File: config.mk
export PLATFORM = sky130hd
export DESIGN_NAME = calendar_date_step_counter
export DESIGN_NICKNAME = d
export VERILOG_FILES = /design/src/sv/cdsc_pkg.sv /design/src/sv/cdsc_leap.sv /design/src/sv/calendar_date_step_counter.sv
export SDC_FILE = /design/constraint.sdc
export NUM_CORES = 1
export LEC_CHECK = 0
export ABC_AREA = 1
export BUFFER_PORTS_ARGS = -buffer_cell sky130_fd_sc_hd__buf_2
export CAP_MARGIN = 10
export CORE_UTILIZATION = 35
export CTS_CLUSTER_DIAMETER = 150
export CTS_CLUSTER_SIZE = 20
export DETAILED_ROUTE_END_ITERATION = 6
export GPL_TIMING_DRIVEN = 0
export PLACE_DENSITY_LB_ADDON = 0.12
export SKIP_CTS_REPAIR_TIMING = 1
export SLEW_MARGIN = 5
export SYNTH_ARGS = -nofsm -noshare
export SYNTH_HDL_FRONTEND = slang
export SYNTH_SLANG_ARGS = --single-unit
export TNS_END_PERCENT = 20
File: constraint.sdc
create_clock -name clk -period 15.7 [get_ports clk]
set_input_delay 1.57 -clock clk [delete_from_list [all_inputs] [get_ports clk]]
set_output_delay 1.57 -clock clk [all_outputs]
set_load 0.01 [all_outputs]
File: src/sv/cdsc_pkg.sv
// Shared types, constants and calendar helper functions for the date counter.
// No dependencies; used by every module of the block.
`timescale 1ns / 1ps

package cdsc_pkg;

  // Field widths fixed by the stream format
  localparam int DAY_W       = 5;
  localparam int MONTH_W     = 4;
  localparam int LOAD_YEAR_W = 14;
  localparam int OP_W        = 2;

  // Opcodes carried in s_tuser
  localparam logic [OP_W-1:0] OP_LOAD  = 2'd0;
  localparam logic [OP_W-1:0] OP_NEXT  = 2'd1;
  localparam logic [OP_W-1:0] OP_PREV  = 2'd2;
  localparam logic [OP_W-1:0] OP_QUERY = 2'd3;

  // Calendar constants
  localparam int GREG_START  = 1582;  // first year with the century rule
  localparam int CENTURY_ODD = 25;    // 100 = 4 * 25, 400 = 16 * 25
  localparam logic [DAY_W-1:0]   LAST_DAY   = 5'd31;
  localparam logic [MONTH_W-1:0] LAST_MONTH = 4'd12;

  typedef logic [DAY_W-1:0]   day_t;
  typedef logic [MONTH_W-1:0] month_t;

  // Month lies in January..December
  function automatic logic month_ok(input month_t m);
    return (m >= 4'd1) && (m <= LAST_MONTH);
  endfunction

  // Length of a month; months outside 1..12 report 31
  function automatic day_t days_in_month(input month_t m, input logic feb29_ok);
    day_t n;
    n = LAST_DAY;
    if (m inside {4'd4, 4'd6, 4'd9, 4'd11}) begin
      n = 5'd30;
    end else if (m == 4'd2) begin
      n = feb29_ok ? 5'd29 : 5'd28;
    end
    return n;
  endfunction

  // Full date check; day is one bit wider so that 32 reads as invalid
  function automatic logic date_ok(input logic [DAY_W:0] d, input month_t m,
                                   input logic feb29_ok);
    return month_ok(m) && (d != '0) && (d <= {1'b0, days_in_month(m, feb29_ok)});
  endfunction

endpackage

File: src/sv/cdsc_leap.sv
// February 29 test for one year: always valid before 1582, Gregorian after.
// Depends on cdsc_pkg for calendar constants.
`timescale 1ns / 1ps

module cdsc_leap #(
  parameter int YEAR_BITS = 14
) (
  input  logic [YEAR_BITS-1:0] year,
  output logic                 feb29_ok
);

  // Inverse of an odd number modulo 2^32 by Newton steps, worked out at elaboration
  function automatic logic [31:0] inv_odd32(input logic [31:0] d);
    logic [31:0] x;
    x = d;
    for (int i = 0; i < 4; i++) begin
      x = x * (32'd2 - d * x);
    end
    return x;
  endfunction

  localparam logic [YEAR_BITS-1:0] Inv25 =
    YEAR_BITS'(inv_odd32(32'(cdsc_pkg::CENTURY_ODD)));
  localparam logic [YEAR_BITS-1:0] Div25Max =
    YEAR_BITS'(((64'd1 << YEAR_BITS) - 64'd1) / cdsc_pkg::CENTURY_ODD);
  localparam logic [YEAR_BITS-1:0] GregStart = YEAR_BITS'(cdsc_pkg::GREG_START);

  logic [YEAR_BITS-1:0] prod;
  logic div4, div16, div25, leap;

  // Divisible by 25 when year * inverse(25) wraps into the low band
  assign prod  = year * Inv25;
  assign div25 = (prod <= Div25Max);
  assign div4  = (year[1:0] == 2'b00);
  assign div16 = (year[3:0] == 4'b0000);

  // Century years leap only when divisible by 400
  assign leap     = div4 && (!div25 || div16);
  assign feb29_ok = (year < GregStart) || leap;

endmodule

File: src/sv/calendar_date_step_counter.sv
// Top level of the day/month/year step counter with stream ports.
// Depends on cdsc_pkg and cdsc_leap.
`timescale 1ns / 1ps
//
//  channel  dir  beat carries
//  -------  ---  ------------------------------------------------------
//  s_*      in   opcode in tuser; load day, month, year in tdata
//  m_*      out  stored day, month, year in tdata; date valid in tuser
//
//  One beat per cycle unless the sink stalls: each accepted beat updates the date
//  and fills the result register on the same edge, so the result shows in the next cycle.
//  The date update is a single pass through the leap test and day/month logic.
//  rst clears the date to 0/0/0 and empties the result register.
//  s_tready is low only while a result waits and m_tready is low.

module calendar_date_step_counter #(
  parameter int YEAR_BITS = 14
) (
  input  logic        clk,
  input  logic        rst,
  input  logic        s_tvalid,
  output logic        s_tready,
  input  logic [23:0] s_tdata,   // load_day[4:0], load_month[8:5], load_year[22:9], zero pad
  input  logic [1:0]  s_tuser,   // opcode[1:0]
  output logic        m_tvalid,
  input  logic        m_tready,
  output logic [23:0] m_tdata,   // day_out[4:0], month_out[8:5], year_out[22:9], zero pad
  output logic        m_tuser    // date_valid[0]
);

  localparam int DW = cdsc_pkg::DAY_W;
  localparam int MW = cdsc_pkg::MONTH_W;
  localparam int LW = cdsc_pkg::LOAD_YEAR_W;

  // Stored date
  cdsc_pkg::day_t       day_reg, day_next;
  cdsc_pkg::month_t     month_reg, month_next;
  logic [YEAR_BITS-1:0] year_reg, year_next;

  // Result register
  cdsc_pkg::day_t       day_out;
  cdsc_pkg::month_t     month_out;
  logic [LW-1:0]        year_out;
  logic                 date_valid;

  // Unpacked beat
  logic [cdsc_pkg::OP_W-1:0] opcode;
  cdsc_pkg::day_t            load_day;
  cdsc_pkg::month_t          load_month;
  logic [LW-1:0]             load_year;

  logic                 accept;
  logic [YEAR_BITS-1:0] sel_year;
  logic                 feb29_ok;
  logic [DW:0]          day_inc;
  cdsc_pkg::day_t       day_dec;
  cdsc_pkg::month_t     month_inc, month_dec;
  logic                 valid_next;

  assign opcode     = s_tuser;
  assign load_day   = s_tdata[DW-1:0];
  assign load_month = s_tdata[DW+MW-1:DW];
  assign load_year  = s_tdata[DW+MW+LW-1:DW+MW];

  // Take a beat whenever the result register is empty or draining
  assign s_tready = !m_tvalid || m_tready;
  assign accept   = s_tvalid && s_tready;

  // One leap test serves both the step and the new date's check
  assign sel_year = (opcode == cdsc_pkg::OP_LOAD) ? YEAR_BITS'(load_year) : year_reg;

  cdsc_leap #(.YEAR_BITS(YEAR_BITS)) u_leap (
    .year     (sel_year),
    .feb29_ok (feb29_ok)
  );

  assign day_inc   = {1'b0, day_reg} + 1'b1;
  assign day_dec   = day_reg - 1'b1;
  assign month_inc = month_reg + 1'b1;
  assign month_dec = month_reg - 1'b1;

  // Work out the date after this beat's operation
  always_comb begin
    day_next   = day_reg;
    month_next = month_reg;
    year_next  = year_reg;
    case (opcode)
      cdsc_pkg::OP_LOAD: begin
        day_next   = load_day;
        month_next = load_month;
        year_next  = YEAR_BITS'(load_year);
      end
      cdsc_pkg::OP_NEXT: begin
        if (cdsc_pkg::date_ok(day_inc, month_reg, feb29_ok)) begin
          day_next = day_inc[DW-1:0];
        end else begin
          day_next = DW'(1);
          if (cdsc_pkg::month_ok(month_inc)) begin
            month_next = month_inc;
          end else begin
            month_next = MW'(1);
            year_next  = year_reg + 1'b1;
          end
        end
      end
      cdsc_pkg::OP_PREV: begin
        if ((day_reg != '0) && cdsc_pkg::date_ok({1'b0, day_dec}, month_reg, feb29_ok)) begin
          day_next = day_dec;
        end else if (month_dec == '0) begin
          day_next   = cdsc_pkg::LAST_DAY;
          month_next = cdsc_pkg::LAST_MONTH;
          year_next  = year_reg - 1'b1;
        end else begin
          // Land on the month's last day; a month with no valid day stops at 1
          month_next = month_dec;
          day_next   = cdsc_pkg::month_ok(month_dec)
                       ? cdsc_pkg::days_in_month(month_dec, feb29_ok) : DW'(1);
        end
      end
      default: begin
        // Query leaves the date alone
      end
    endcase
  end

  // Year changes only on a January or December landing, where February does not matter
  assign valid_next = cdsc_pkg::date_ok({1'b0, day_next}, month_next, feb29_ok);

  // Advance the stored date on each accepted beat
  always_ff @(posedge clk) begin
    if (rst) begin
      day_reg   <= '0;
      month_reg <= '0;
      year_reg  <= '0;
    end else if (accept) begin
      day_reg   <= day_next;
      month_reg <= month_next;
      year_reg  <= year_next;
    end
  end

  // Hold the result until the sink takes it
  always_ff @(posedge clk) begin
    if (rst) begin
      m_tvalid <= 1'b0;
    end else if (accept) begin
      m_tvalid <= 1'b1;
    end else if (m_tready) begin
      m_tvalid <= 1'b0;
    end
  end

  always_ff @(posedge clk) begin
    if (accept) begin
      day_out    <= day_next;
      month_out  <= month_next;
      year_out   <= LW'(year_next);
      date_valid <= valid_next;
    end
  end

  assign m_tdata = {1'b0, year_out, month_out, day_out};
  assign m_tuser = date_valid;

endmodule

==> flow_summary_export.csv, run 1 <==
group,metric,value,unit
power_and_ir_drop,ir_worst_vdd,0.0420,mV
routing,first_iter_violations,303,
worst_setup_path,timing.rr.end,"m_tuser",
synth,post-synth-top-area-fraction,13.3,%
clocking,clk-insertion-delay-late,0.30,ns
worst_setup_path,crit_end,"m_tuser",
worst_setup_path,r2r_setup_slack,7.26,ns
finish,drive_gt1_share,16.7,%
finish,diodes,0,
worst_setup_path,startpoint_type,"input pin",
finish,area_growth,12.0,%
floorplanning,dieArea,0.0159,mm²
global_routing,busiest_layer,"met2",
sta,fmax,99.9,MHz
global_routing,use_met2,33.7,%
worst_setup_path,worstRegToRegCells,45,
sta,setup_tns,0,ns
sta,finClkSkew,0.00633,ns
worst_setup_path,critPathMaxFanout,10,
worst_setup_path,crit_arrival,10.05,ns
synth,netlist_area,0.00540,mm²
sta,tightest_slew,0.888,ns
worst_setup_path,startpoint,"s_tuser[1]",
routing,ant_nets,0,
finish,finalInstanceArea,0.00605,mm²
synth,synth_cell_types,51,
power_and_ir_drop,power,0.551,mW
sta,hold_ws,0.537,ns
placed_design,hpwl,12500,µm
worst_setup_path,end_kind,"flip-flop",
worst_setup_path,slowest_stage,"fa_1",
synth,syn_inst,764,
global_routing,antenna_found_initial,0,
clocking,cts_tree,"yes",
finish,fillCellCount,1623,
synth,ys.flop_type,"edfxtp_1",
synth,ys_seq_elements,48,
run_status,status,"complete, no violations",
sta,maxSlewHeadroom,40.2,%
global_routing,use_met3,2.51,%
placed_design,postPlaceCellArea,0.00591,mm²
min_path,hold_path.class,"reg -> reg",
floorplanning,initial_utilization,35.7,%
finish,ff_latch_area,0.00120,mm²
sta,fin_crit,10.01,ns
synth,synth-async-reset-ratio,0,%
global_routing,grt_max_degree,34,
sta,rsz0062_at_grt,"false",
sta,finalHoldViolCount,0,
worst_setup_path,cp.required,15.75,ns
routing,vias,5225,
floorplanning,core,0.0151,mm²
routing,drcViolationCount,0,
routing,routed_via_density,5.15,
synth,avgSynthCellArea,7.07,µm²
worst_setup_path,r2r-start,"year_reg[0]",
worst_setup_path,cpPeakStageDelay,0.56,ns
routing,wire_per_inst,15.2,µm
global_routing,grt_overflow,0,
placed_design,pre_cts_slack,5.44,ns
clocking,cts_sinks,48,
synth,synth_edf_count,24,
power_and_ir_drop,power-per-cell-area,91.1,mW/mm²
global_routing,grt_pass1_vias,4998,
clocking,cts_buffers,5,
placed_design,place_congestion,0.893,
floorplanning,row_count,45,
sta,setup_slack,5.69,ns
floorplanning,io_pins,57,
global_routing,grt_first_pass_wirelength,25100,µm
synth,synth_nets,860,
finish,final_core_util,40.0,%
floorplanning,die_w,126,µm
power_and_ir_drop,leakage,2.93,nW
clocking,clockRootBuffer,"clkbuf_16",
min_path,worstHoldStart,"m_tvalid",
floorplanning,fp.dieH,126,µm
clocking,htree_levels,2,
global_routing,gr-usage-met1,26.1,%
routing,first_pass_iters,4,
synth,synth_top_cell_by_area,"edfxtp_1",
placed_design,placedCellCount,1006,
sta,setup_viol,0,
clocking,clkTransAtPathRegs,0.07,ns
worst_setup_path,crit_type,"in -> reg",
finish,multi_input_area,0.00354,mm²
sta,slew_viol_final,0,
routing,routed_wl,15400,µm
job,maxCapViolations,0,
synth,yosys_warnings,0,
global_routing,grt_usage,19.8,%
placed_design,port_buffers,54,
synth,synth_area_leaders,"edfxtp_1 13%, ha_1 13%, nand2_1 10%, dfxtp_1 8.9%, inv_1 7.4%",
finish,nets,921,
sta,period_share,63.7,%
finish,final_cells,1014,
synth,synth-seq-area-share,22.2,%
clocking,cts_buffer_depth,2,
-- worst min-delay path by stage --
stage | to | slack (ns) | cells past startpoint
2_1_floorplan | year_reg[11] | 0.54 | 2
6_report | m_tvalid | 0.54 | 2
5_1_grt | m_tvalid | 0.58 | 2
4_1_cts | m_tvalid | 0.54 | 2
3_3_place_gp | m_tvalid | 0.50 | 2
3_5_place_dp | m_tvalid | 0.52 | 2
-- critical path: cells and delay by family --
kind | cells | cell delay [ns]
AO/OA/AOI/OAI | 8 | 1.05
AND/OR/NAND/NOR | 21 | 2.50
adder cells (fa/ha/maj) | 8 | 3.07
buffers and inverters | 12 | 1.85
-- area by class of cell --
cell class	count	area share [%]
multi-input combinational	561	58.5
tap	188	3.89
clock inverter	3	0.310
inverter	125	7.83
clock buffer	5	2.07
timing repair buffer	54	4.46
buffer	30	3.10
sequential	48	19.8
-- cell usage after synthesis (4+ instances only) --
cell and number:
nor2_1 54, inv_2 14, o211ai_1 9, nor3_1 14
o21ai_0 54, xor2_1 11, nand3_1 53, dfxtp_1 24
buf_4 4, ha_1 55, fa_1 11, nand4_1 15
buf_2 4, nand3_2 4, a21oi_1 39, buf_6 5
inv_1 107, o2111ai_1 7, nand2_1 149, o21ai_1 16
xnor2_1 7, nand2_2 12, clkbuf_1 15, nand2_4 6
a211oi_1 9, edfxtp_1 24
-- logic make-up after synthesis --
family                   count (synthesis)  synth area share [%]
other                                    1                0.0694
AND/OR/NAND/NOR                        331                  29.8
buffers and inverters                  155                  12.2
AO/OA/AOI/OAI                          143                  15.4
flip-flops                              48                  22.2
XOR/XNOR                                20                  3.52
adder cells (fa/ha/maj)                 66                  16.8
-- metal layers --
metal,vias up,part of all wire [%]
met2,141,47
met4,0,1.9
met5,-,0
li1,2653,-
met3,22,4.1
met1,2409,47
-- report_power, final --
part / leakage, nW / total (mW) / switching (mW) / internal, mW
logic: 2.42 / 0.289 / 0.185 / 0.104
clock network: 0.0736 / 0.108 / 0.0487 / 0.0588
registers: 0.437 / 0.155 / 0.00809 / 0.147
-- cells in the final DEF (no fill, tap or decap), types with 3 or more instances in the layout --
master     synthesis  routed
a211oi_1           9       9
a21oi_1           39      39
buf_2              4      58
buf_4              4       4
buf_6              5       5
clkbuf_1          15      14
clkbuf_16          0       5
dfxtp_1           24      24
edfxtp_1          24      24
fa_1              11      11
ha_1              55      55
inv_1            107     107
inv_2             14      14
nand2_1          149     149
nand2_2           12      12
nand2_4            6       6
nand3_1           53      53
nand3_2            4       4
nand3b_1           3       3
nand4_1           15      15
nand4_2            3       3
nor2_1            54      54
nor2_2             3       3
nor2_4             3       3
nor3_1            14      14
o2111ai_1          7       7
o211ai_1           9       9
o21ai_0           54      54
o21ai_1           16      16
xnor2_1            7       7
xor2_1            11      11
Power figures use the tool's default switching activity.
==> run 2, diff against run 1 <==
clock period = 8.6 ns   (was 15.7 ns; I/O delays follow)
==> run 2 against run 1 <==
Combinational power increased by 87%; clock-buffer cell count did not move; first-iteration DRC count decreased by 3.3%; register-to-register slack worse by 6.2 ns; wire length is 1.3% higher; clock power rose by 81%.
==> flow_summary_export.csv, run 2 (synthesized netlist as in run 1, its figures left out) <==
group,metric,value,unit
finish,fillCellCount,1618,
clocking,cts_buffers,5,
power_and_ir_drop,pwr-share-clk,19.2,%
min_path,worstHoldStart,"m_tvalid",
finish,diodes,0,
run_status,status,"complete, no violations",
global_routing,grt_usage,19.8,%
floorplanning,die_w,126,µm
power_and_ir_drop,p_sw_share,43.7,%
global_routing,antenna_found_initial,0,
clocking,clkTransAtPathRegs,0.07,ns
placed_design,place_congestion,0.893,
sta,period_share,93.7,%
floorplanning,initial_utilization,35.7,%
placed_design,placedCellCount,1006,
sta,setup_viol,0,
finish,final_cell_mix,"147 x nand2_1, 106 x inv_1, 57 x buf_2",
finish,area_growth,13.8,%
floorplanning,dieArea,0.0159,mm²
routing,routed_via_density,5.19,
floorplanning,io_pins,57,
clocking,clk-insertion-delay-late,0.29,ns
finish,finalInstanceArea,0.00615,mm²
floorplanning,core,0.0151,mm²
placed_design,hpwl,12500,µm
routing,drcViolationCount,0,
sta,finClkSkew,0.00433,ns
power_and_ir_drop,p_comb_share,53.0,%
sta,slew_viol_final,0,
floorplanning,row_count,45,
finish,drive_gt1_share,18.1,%
worst_setup_path,cp.required,8.65,ns
min_path,min_path_cells,2,
finish,nets,927,
worst_setup_path,crit_type,"in -> reg",
routing,vias,5296,
clocking,htree_levels,2,
finish,final_cells,1020,
sta,setup_tns,0,ns
worst_setup_path,end_kind,"flip-flop",
worst_setup_path,startpoint_type,"input pin",
sta,setup_slack,0.542,ns
power_and_ir_drop,ir_worst_vdd,0.0764,mV
sta,fin_crit,8.06,ns
routing,wire_per_inst,15.3,µm
worst_setup_path,worstRegToRegCells,45,
routing,first_iter_violations,293,
worst_setup_path,cpPeakStageDelay,0.56,ns
worst_setup_path,slowest_stage,"fa_1",
sta,maxSlewHeadroom,43.8,%
power_and_ir_drop,power,1.02,mW
routing,ant_nets,0,
finish,mostFrequentLayoutCell,"nand2_1",
sta,tightest_slew,0.844,ns
power_and_ir_drop,power-per-cell-area,166,mW/mm²
worst_setup_path,crit_arrival,8.11,ns
power_and_ir_drop,switchingPower,0.445,mW
worst_setup_path,startpoint,"s_tuser[0]",
sta,fmax,124,MHz
clocking,cts_buffer_depth,2,
routing,routed_wl,15600,µm
worst_setup_path,r2r-start,"year_reg[0]",
global_routing,grt_overflow,0,
placed_design,postPlaceCellArea,0.00591,mm²
power_and_ir_drop,p_int,0.573,mW
min_path,hold_path.class,"reg -> reg",
global_routing,grt_max_degree,34,
job,maxCapViolations,0,
floorplanning,fp.dieH,126,µm
power_and_ir_drop,p_seq_share,27.8,%
sta,hold_ws,0.536,ns
clocking,cts_sinks,48,
sta,finalHoldViolCount,0,
clocking,clockRootBuffer,"clkbuf_16",
placed_design,pre_cts_slack,-0.952,ns
worst_setup_path,critPathMaxFanout,10,
clocking,cts_tree,"yes",
finish,final_core_util,40.6,%
placed_design,port_buffers,54,
global_routing,grt_pass1_vias,4998,
global_routing,grt_first_pass_wirelength,25100,µm
routing,first_pass_iters,5,
power_and_ir_drop,leakage,2.97,nW
==> run 2: cell types whose count changed in the layout (fill, tap and decap cells not counted), sizes merged <==
cell / previous run / this run
buf: 69 / 75
==> run 2: path summary, 6_finish.rpt <==
kind / end / slack [ns]
max: m_tuser / 0.54
min: m_tvalid / 0.54
max reg2reg: m_tuser / 1.02
min reg2reg: m_tvalid / 0.54
==> run 2: power groups by stage <==
stage	registers, mW	clock network [mW]	logic [mW]
after global routing	0.285	0.210	0.610
after CTS	0.283	0.201	0.529
after global placement	0.288	0	0.514
after detailed placement	0.288	0	0.527
after floorplan	0.292	0	0.389
final	0.283	0.196	0.540
==> run 2: final cells by class <==
| class | instances | area [µm²] | share of cell area [%] |
|---|---|---|---|
| inverter | 125 | 474 | 7.71 |
| buffer | 30 | 209 | 3.40 |
| clock buffer | 5 | 125 | 2.03 |
| sequential | 48 | 1200 | 19.5 |
| clock inverter | 3 | 18.8 | 0.305 |
| timing repair buffer | 60 | 315 | 5.13 |
| multi-input combinational | 561 | 3570 | 58.1 |
| tap | 188 | 235 | 3.82 |
==> run 2: layer usage <==
metal	global-route usage [%]	vias up	part of all wire, %
li1	-	2667	-
met1	26.1	2431	47
met2	33.7	173	47
met3	2.51	25	4.4
met4	5.46	0	2.1
met5	0	-	0
==> run 2: worst max-delay path, delay by kind of cell <==
kind / cells / cell delay, ns
fa+ha+maj: 8 / 3.01
simple gates: 21 / 2.22
buf+inv: 12 / 1.20
compound gates: 8 / 0.79
==> run 3, diff against run 2 <==
ABC_AREA = unset   (was 1)
CORE_UTILIZATION = 40   (was 35)
==> run 3 against run 2 <==
Maximum frequency down 3.4%; setup slack worse by 0.29 ns; clock skew up 0.0092 ns; final cell count down 6.3%; sequential power decreased by 2%; combinational power is 1% lower; design area is 8.5% higher; non-clock buffer count increased by 36; largest cell class unchanged.
==> flow_summary_export.csv, run 3 <==
group,metric,value,unit
run_status,status,"complete, no violations",
global_routing,grt_first_pass_wirelength,29600,µm
placed_design,port_buffers,53,
worst_setup_path,end_kind,"flip-flop",
floorplanning,die_w,119,µm
clocking,cts_buffer_depth,2,
finish,fillCellCount,1332,
routing,routed_via_density,6.09,
worst_setup_path,crit_type,"in -> reg",
finish,area_growth,21.0,%
clocking,cts_sinks,48,
sta,setup_viol,0,
finish,multi_input_area,0.00408,mm²
floorplanning,fp.dieH,119,µm
worst_setup_path,slowest_stage,"fa_1",
placed_design,placedCellCount,925,
synth,ys.flop_type,"edfxtp_1",
clocking,clockRootBuffer,"clkbuf_16",
routing,first_iter_violations,578,
global_routing,grt_max_degree,34,
routing,wire_per_inst,20.1,µm
placed_design,hpwl,14100,µm
finish,final_core_util,50.0,%
worst_setup_path,worstRegToRegCells,35,
worst_setup_path,critPathMaxFanout,8,
synth,ys_seq_elements,48,
min_path,hold_path.class,"reg -> reg",
synth,synth-async-reset-ratio,0,%
power_and_ir_drop,power-per-cell-area,165,mW/mm²
power_and_ir_drop,ir_worst_vdd,0.0825,mV
finish,nets,875,
clocking,clkTransAtPathRegs,0.07,ns
floorplanning,core,0.0133,mm²
clocking,cts_buffers,5,
clocking,cts_tree,"yes",
sta,setup_slack,0.256,ns
sta,fmax,120,MHz
synth,synth_nets,792,
sta,finClkSkew,0.0135,ns
routing,first_pass_iters,6,
worst_setup_path,crit_family,"adder cells",
worst_setup_path,cpPeakStageDelay,0.51,ns
placed_design,pre_cts_slack,-1.76,ns
synth,ys_top_cells_by_count,"64 x nand2_1, 61 x inv_1, 55 x ha_1, 55 x nor2_1, 40 x a21oi_1",
clocking,clk-insertion-delay-late,0.30,ns
worst_setup_path,cp.required,8.71,ns
synth,synth_area_leaders,"edfxtp_1 13%, ha_1 12%, dfxtp_1 8.7%, nand2_1 4.4%, inv_1 4.2%",
worst_setup_path,crit_arrival,8.45,ns
finish,drive_gt1_share,19.5,%
sta,tightest_slew,0.908,ns
min_path,min_path_cells,2,
min_path,hold_end,"m_tvalid",
sta,slew_viol_final,0,
finish,final_cell_mix,"61 x buf_2, 59 x nand2_1, 56 x inv_1",
finish,diodes,0,
finish,mostFrequentLayoutCell,"buf_2",
synth,avgSynthCellArea,7.93,µm²
synth,synth_cell_types,80,
min_path,worstHoldStart,"m_tvalid",
global_routing,grt_pass1_vias,5452,
floorplanning,row_count,42,
synth,syn_inst,696,
worst_setup_path,startpoint_type,"input pin",
placed_design,place_congestion,0.967,
synth,netlist_area,0.00552,mm²
power_and_ir_drop,leakage,2.79,nW
synth,synth-seq-area-share,21.8,%
worst_setup_path,timing.rr.end,"m_tuser",
worst_setup_path,r2r_setup_slack,0.52,ns
synth,yosys_warnings,0,
sta,maxSlewHeadroom,39.5,%
sta,finalHoldViolCount,0,
sta,hold_ws,0.531,ns
synth,post-synth-top-count-cell,"nand2_1",
floorplanning,initial_utilization,41.3,%
worst_setup_path,r2r-start,"year_reg[5]",
synth,synth_top_cell_by_area,"edfxtp_1",
routing,routed_wl,19200,µm
global_routing,grt_usage,26.8,%
global_routing,grt_overflow,0,
floorplanning,io_pins,57,
synth,synth_edf_count,24,
sta,fin_crit,8.34,ns
routing,drcViolationCount,0,
routing,ant_nets,0,
finish,ff_latch_area,0.00120,mm²
finish,final_cells,956,
floorplanning,dieArea,0.0143,mm²
worst_setup_path,critPathBufInv,10,
power_and_ir_drop,power,1.10,mW
job,maxCapViolations,0,
global_routing,antenna_found_initial,0,
sta,period_share,97.0,%
synth,post-synth-top-area-fraction,13.1,%
clocking,htree_levels,2,
routing,vias,5825,
[run 3: cell count changes after synthesis, moves of 9 or more]
cell      delta
nor4_1      +11
o21ai_0     -29
o31ai_1      +9
nand2_2     -12
inv_1       -46
nand4_1      -9
clkbuf_1    +19
a21o_1       +9
nand3_1     -34
nand2_1     -85
inv_2       -12
[run 3: where the power goes]
group / total [mW] / internal, mW / switching, mW
logic: 0.533 / 0.221 / 0.312
registers: 0.278 / 0.264 / 0.0136
clock network: 0.292 / 0.196 / 0.0958
[run 3: worst reg2reg max path: cells and delay by family (launching register included)]
family	cells	cell delay [ns]
fa+ha+maj	8	2.48
compound gates	11	2.23
simple gates	8	1.67
buf+inv	7	0.95
flops	1	0.31
mux	1	0.22
[run 3: final cells by class]
class	count	area share (%)
plain buffers	49	3.82
clock buffers	5	1.87
clock inverters	3	1.35
inverters	63	3.58
multi-input cells	535	61.0
flip-flops and latches	48	18.0
well taps	176	3.30
repair buffers	77	7.05
[run 3: cells by family after synthesis]
family,count (synthesis),share of synthesized area [%]
XOR/XNOR,25,4.60
multiplexers,8,1.45
other,1,0.0680
AO/OA/AOI/OAI,197,25.2
adder cells (fa/ha/maj),66,16.5
flip-flops,48,21.8
AND/OR/NAND/NOR,238,22.3
buffers and inverters,113,8.12
[run 3: worst max-delay path by stage]
stage	cells after the start	slack (ns)	from	endpoint
2_1_floorplan	39	0.12	s_tuser[1]	m_tuser
3_3_place_gp	37	-1.67	s_tuser[1]	m_tuser
3_5_place_dp	37	-1.76	s_tuser[1]	m_tuser
4_1_cts	37	-1.51	s_tuser[1]	m_tuser
5_1_grt	40	-0.06	s_tuser[0]	m_tuser
6_report	40	0.26	s_tuser[0]	m_tuser
[run 3: metrics by stage]
stage	instance area, µm²	setup TNS (ns)
2_1_floorplan	5520	0
3_3_place_gp	6000	-27.05
3_5_place_dp	6000	-27.98
4_1_cts	6220	-15.27
5_1_grt	6680	-0.0587
6_report	6680	0
[run 3: layer usage]
layer / part of all wire (%) / vias to the layer above / GRT usage, %
li1: - / 2710 / -
met1: 43 / 2781 / 35.3
met2: 47 / 288 / 44.7
met3: 7.3 / 46 / 3.59
met4: 2.9 / 0 / 9.45
met5: 0 / - / 0
